--- src/hdl/ptom_pkg.sv ---
// Shared types and constants for the price-time order matcher.
// Used by ptom_scan and price_time_order_matcher_core; depends on nothing.
package ptom_pkg;

    localparam int SLOTS   = 64;
    localparam int SLOT_W  = 6;
    localparam int LEVELS  = 256;
    localparam int PRICE_W = 8;
    localparam int LEV_W   = 9;
    localparam int QTY_W   = 16;
    localparam int SEQ_W   = 32;
    localparam logic [SLOT_W-1:0] MAX_TRADES = SLOT_W'(SLOTS - 1);

    typedef enum logic [1:0] {
        MODE_SUBMIT = 2'd0,
        MODE_CANCEL = 2'd1,
        MODE_MODIFY = 2'd2,
        MODE_BAD    = 2'd3
    } mode_t;

    typedef enum logic [2:0] {
        ST_TRADE       = 3'd0,
        ST_RESTED      = 3'd1,
        ST_FILLED      = 3'd2,
        ST_INVALID     = 3'd3,
        ST_FULL        = 3'd4,
        ST_CANCELLED   = 3'd5,
        ST_CANCEL_FAIL = 3'd6,
        ST_MODIFY_FAIL = 3'd7
    } status_t;

    typedef enum logic [4:0] {
        S_IDLE,
        S_DISPATCH,
        S_HREAD,
        S_UL_LEV,
        S_UL_WALK,
        S_UL_DONE,
        S_SETTLE,
        S_M_BEST,
        S_M_LEV,
        S_M_SLOT,
        S_M_END,
        S_A_LEV,
        S_A_TAIL,
        S_O_BEST,
        S_O_RD,
        S_O_LOAD,
        S_O_HOLD
    } state_t;

    typedef struct packed {
        logic               side;
        logic [PRICE_W-1:0] price;
        logic [QTY_W-1:0]   rem;
        logic               touched;
        logic [SLOT_W-1:0]  nxt;
    } slot_t;

    typedef struct packed {
        logic [SLOT_W-1:0] head;
        logic [SLOT_W-1:0] tail;
    } level_t;

    typedef struct packed {
        logic [SLOT_W-1:0]  rh;
        logic [PRICE_W-1:0] price;
        logic [QTY_W-1:0]   qty;
    } trade_t;

    typedef struct packed {
        logic [PRICE_W-1:0] bid;
        logic [PRICE_W-1:0] ask;
        logic               free_found;
        logic [SLOT_W-1:0]  free_idx;
    } scan_t;

endpackage

--- src/hdl/ptom_scan.sv ---
// Registered two-level search for the best bid, best ask and lowest free slot.
// Depends on ptom_pkg; results follow the inputs by one register stage.
module ptom_scan (
    input  logic                              clk,
    input  logic                              rst_n,
    input  logic [2*ptom_pkg::LEVELS-1:0]     level_bits,
    input  logic [ptom_pkg::SLOTS-1:0]        used,
    output ptom_pkg::scan_t                   res
);

    logic [ptom_pkg::LEVELS-1:0] bid_bits;
    logic [ptom_pkg::LEVELS-1:0] ask_bits;
    logic [ptom_pkg::SLOTS-1:0]  free_bits;
    logic [15:0] bid_g;
    logic [15:0] ask_g;
    logic [7:0]  free_g;
    logic [3:0]  bid_grp_next;
    logic [3:0]  ask_grp_next;
    logic [2:0]  free_grp_next;
    logic [3:0]  bid_grp_reg;
    logic [3:0]  ask_grp_reg;
    logic [2:0]  free_grp_reg;
    logic [15:0] bid_sel_reg;
    logic [15:0] ask_sel_reg;
    logic [7:0]  free_sel_reg;
    logic [3:0]  bid_idx;
    logic [3:0]  ask_idx;
    logic [2:0]  free_idx;

    always_comb
    begin
        bid_bits  = level_bits[ptom_pkg::LEVELS-1:0] & ~ptom_pkg::LEVELS'(1);
        ask_bits  = level_bits[2*ptom_pkg::LEVELS-1:ptom_pkg::LEVELS] & ~ptom_pkg::LEVELS'(1);
        free_bits = ~used;
        for (int g = 0; g < 16; g++)
        begin
            bid_g[g] = |bid_bits[g*16 +: 16];
            ask_g[g] = |ask_bits[g*16 +: 16];
        end
        for (int g = 0; g < 8; g++)
        begin
            free_g[g] = |free_bits[g*8 +: 8];
        end
        bid_grp_next = '0;
        for (int g = 0; g < 16; g++)
        begin
            if (bid_g[g])
            begin
                bid_grp_next = 4'(g);
            end
        end
        ask_grp_next = '0;
        for (int g = 15; g >= 0; g--)
        begin
            if (ask_g[g])
            begin
                ask_grp_next = 4'(g);
            end
        end
        free_grp_next = '0;
        for (int g = 7; g >= 0; g--)
        begin
            if (free_g[g])
            begin
                free_grp_next = 3'(g);
            end
        end
    end

    always_ff @(posedge clk or negedge rst_n)
    begin
        if (!rst_n)
        begin
            bid_grp_reg  <= '0;
            ask_grp_reg  <= '0;
            free_grp_reg <= '0;
            bid_sel_reg  <= '0;
            ask_sel_reg  <= '0;
            free_sel_reg <= '1;
        end
        else
        begin
            bid_grp_reg  <= bid_grp_next;
            ask_grp_reg  <= ask_grp_next;
            free_grp_reg <= free_grp_next;
            bid_sel_reg  <= bid_bits[{bid_grp_next, 4'b0000} +: 16];
            ask_sel_reg  <= ask_bits[{ask_grp_next, 4'b0000} +: 16];
            free_sel_reg <= free_bits[{free_grp_next, 3'b000} +: 8];
        end
    end

    always_comb
    begin
        bid_idx = '0;
        for (int i = 0; i < 16; i++)
        begin
            if (bid_sel_reg[i])
            begin
                bid_idx = 4'(i);
            end
        end
        ask_idx = '0;
        for (int i = 15; i >= 0; i--)
        begin
            if (ask_sel_reg[i])
            begin
                ask_idx = 4'(i);
            end
        end
        free_idx = '0;
        for (int i = 7; i >= 0; i--)
        begin
            if (free_sel_reg[i])
            begin
                free_idx = 3'(i);
            end
        end
        res.bid        = (|bid_sel_reg) ? {bid_grp_reg, bid_idx} : '0;
        res.ask        = (|ask_sel_reg) ? {ask_grp_reg, ask_idx} : '0;
        res.free_found = |free_sel_reg;
        res.free_idx   = {free_grp_reg, free_idx};
    end

endmodule

--- config.mk ---
export PLATFORM = sky130hd
export DESIGN_NAME = ptom_scan
export DESIGN_NICKNAME = d
export VERILOG_FILES = /design/src/hdl/ptom_pkg.sv /design/src/hdl/ptom_scan.sv
export SDC_FILE = /design/constraint.sdc
export NUM_CORES = 1
export LEC_CHECK = 0
export BUFFER_PORTS_ARGS = -buffer_cell sky130_fd_sc_hd__buf_2
export CORE_AREA = 3 3 234 236
export CTS_CLUSTER_SIZE = 30
export DETAILED_ROUTE_END_ITERATION = 6
export DIE_AREA = 0 0 237 239
export SKIP_CTS_REPAIR_TIMING = 1
export SYNTH_ARGS = -nofsm -noshare
export SYNTH_HDL_FRONTEND = slang
export SYNTH_SLANG_ARGS = --single-unit
--- constraint.sdc ---
create_clock -name clk -period 3.2 [get_ports clk]
set_input_delay 0.16 -clock clk [delete_from_list [all_inputs] [get_ports clk]]
set_output_delay 0.16 -clock clk [all_outputs]
set_load 0.005 [all_outputs]
==> results.cfg <==
[drt]
via_per_inst = 4.989
route.detailed.drc = 0
postRouteAntennaNets = 0
drtPass1Iterations = 5
finalWirelength_microns = 56620
wl_per_cell_microns = 23.01
drt-initial-drc-count = 841
num_vias = 12270

[timing]
worstMarginPinSlew_ns = 0.8747
drv_slew = 0
whs_ns = 0.1572
setup_viol = 0
hold_viol_final = 0
maxSlewHeadroom_pct = 41.69
fin_ws_ns = 0.1604
timing.fmax_ghz = 0.3290
period_minus_slack_ns = 3.040
min_period_over_period_pct = 94.99
finalSetupTns_ns = 0

[floorplan]
rows = 84
dieArea_sq_um = 56640
io_pins = 601
die_h_microns = 239
start_util_pct = 14.61
core_sq_um = 52660
die_x_microns = 237

[critical_path]
worst-endpoint-arrival_ns = 3.24
required_ns = 3.40
crit_path_max_fanout = 14
crit_type = input port to register
critPathCaptureType = register
critPathLaunchType = input port

[clock_tree]
cts_made_buffers = 5
clock-sinks = 51
clockRootBuffer = clkbuf_16
tritoncts = built
htreeDepth = 2
clk_path_buf_depth = 2
clk_pin_slew_ns = 0.09

[global_routing]
grt_max_degree = 34
grt_pass1_vias = 12470
grt_antenna_before_repair = 11
gr-usage-all-layers_pct = 18.65
grt_overflow = 0
grt_pass1_wl_microns = 79360

[min_path]
hold_path_startpoint = used[1]
hold_path_depth = 3
holdPathEnd = free_sel_reg[1]
hp-class = input port to register

[logic_synthesis]
ys_seq_elements = 51
ys_warn_count = 0
synthCells = 958
synth_seq_area_share_pct = 16.72
synth_area_sq_um = 7694
synth.avg_cell_area_sq_um = 8.031
ys_types = 62
synth_edf_count = 0
async_flop_share_pct = 100.0
yosys_most_used_dff = dfrtp_1
synth_fp_nets = 1536

[power]
pwr-share-comb_pct = 41.4
power_switching_mw = 0.7647
pwr-share-seq_pct = 31.6
p_leak_nw = 6.119
clkPwrFrac_pct = 27.1
power_mw = 2.198
peakVddDrop_mv = 0.1517
p_int_mw = 1.433
power_density_nw_per_um2 = 161.0
p_sw_share_pct = 34.80

[place]
port_buffers = 598
hpwlAfterDp_microns = 50820
place_area_sq_um = 13370
place_inst = 2443
gp_congestion = 0.9836
place_ws_ns = -0.7070

[final_layout]
final_core_util_pct = 25.93
area_growth_pct = 77.44
fin_area_sq_um = 13650
final_cells = 2460
final_nets = 2341
drive_gt1_share_pct = 52.95

[run_status]
status = completed

[job]
drv_cap = 0
## power by group through the flow
stage | combinational [mW] | sequential, mW | clock (mW)
6_report | 0.909 | 0.693 | 0.595
5_1_grt | 0.975 | 0.696 | 0.658
4_1_cts | 0.895 | 0.693 | 0.632
3_5_place_dp | 0.891 | 0.705 | 0
3_3_place_gp | 0.901 | 0.705 | 0
2_1_floorplan | 0.188 | 0.699 | 0
## cell usage after synthesis, types with 11 or more instances
| master | n | area [sq um] |
|---|---|---|
| nand4_1 | 51 | 319.1 |
| nand3_1 | 11 | 55.05 |
| and4_1 | 15 | 131.4 |
| clkbuf_1 | 27 | 101.4 |
| a2111oi_0 | 15 | 131.4 |
| o21ai_0 | 21 | 105.1 |
| dfrtp_1 | 43 | 1076 |
| mux2_2 | 12 | 135.1 |
| a221o_1 | 16 | 160.2 |
| o22ai_1 | 43 | 269.0 |
| a311o_1 | 15 | 150.1 |
| a211oi_1 | 36 | 270.3 |
| a21oi_1 | 40 | 200.2 |
| mux2i_1 | 120 | 1201 |
| and2_1 | 24 | 150.1 |
| nor2_1 | 64 | 240.2 |
| buf_2 | 17 | 85.08 |
| nand2_1 | 54 | 202.7 |
| inv_1 | 15 | 56.30 |
| a221oi_1 | 15 | 131.4 |
| nor3_1 | 17 | 85.08 |
| nor4_1 | 151 | 944.7 |
| mux4_2 | 18 | 405.4 |
## worst max-delay path by stage
stage	startpoint	to	slack, ns	cells past startpoint
after floorplan	level_bits[218]	bid_sel_reg[3]	0.76	10
after global placement	level_bits[392]	ask_sel_reg[15]	-0.70	13
after detailed placement	level_bits[392]	ask_sel_reg[15]	-0.71	13
after CTS	level_bits[392]	ask_sel_reg[15]	-0.39	13
after global routing	level_bits[395]	ask_sel_reg[6]	-0.08	14
final	level_bits[395]	ask_sel_reg[6]	0.16	14
## layer usage
layer / track usage (%) / vias to the layer above / part of all wire, %
met5: 0 / - / 0.023
met1: 22.66 / 5842 / 39
met4: 7.477 / 2 / 4.2
met3: 3.230 / 98 / 7.8
li1: - / 5635 / -
met2: 32.62 / 696 / 49
## cells in the final DEF, fill, tap and decap left out, types with 4 or more instances in the layout
cell | Yosys | layout
mux2i_1 | 120 | 118
nand3_1 | 11 | 11
a31oi_1 | 4 | 4
nand2_1 | 54 | 54
o21bai_1 | 8 | 8
dfstp_2 | 8 | 8
o2111a_1 | 4 | 4
a311oi_1 | 5 | 5
a21oi_1 | 40 | 39
a221oi_1 | 15 | 14
a311o_1 | 15 | 15
o31ai_1 | 5 | 5
clkbuf_16 | 0 | 5
mux4_2 | 18 | 18
nand2b_1 | 8 | 8
mux2_2 | 12 | 12
and2_1 | 24 | 24
o22ai_1 | 43 | 43
buf_12 | 0 | 16
nand4_1 | 51 | 51
diode_2 | 0 | 8
inv_1 | 15 | 15
a2111oi_0 | 15 | 14
nor3_1 | 17 | 17
buf_4 | 6 | 242
a221o_1 | 16 | 16
or3_1 | 8 | 8
nor2_1 | 64 | 64
a211oi_1 | 36 | 33
dfrtp_1 | 43 | 43
o21ai_0 | 21 | 21
and4_1 | 15 | 15
nor4_1 | 151 | 146
nor2b_1 | 7 | 6
o21ai_1 | 7 | 7
buf_2 | 17 | 598
nor4_2 | 3 | 7
## critical path, cell delays in order
cell	delay, ns
buf_2	0.11
nor4_2	0.37
buf_4	0.17
nand4_1	0.11
buf_4	0.17
or2_1	0.26
buf_4	0.15
nor4_2	0.22
o21a_2	0.21
o21ai_1	0.16
buf_12	0.19
a211oi_1	0.49
nor4_1	0.16
a311o_1	0.30
## area by class of cell
class,instances,area (sq um)
Antenna cell,8,20.02
Clock buffer,5,125.1
Clock inverter,3,28.78
Fill cell,5863,39000
Inverter,18,67.56
Multi-Input combinational cell,828,6101
Sequential cell,51,1286
Tap cell,688,860.8
Timing Repair Buffer,859,5162
## kinds of logic after synthesis
family / after synthesis / synth area share [%]
and+or+nand+nor: 423 / 31.05
AOI/OAI and AO/OA: 255 / 24.39
muxes: 150 / 22.64
buffers and inverters: 79 / 5.204
DFF: 51 / 16.72
Power figures use the tool's default switching activity.
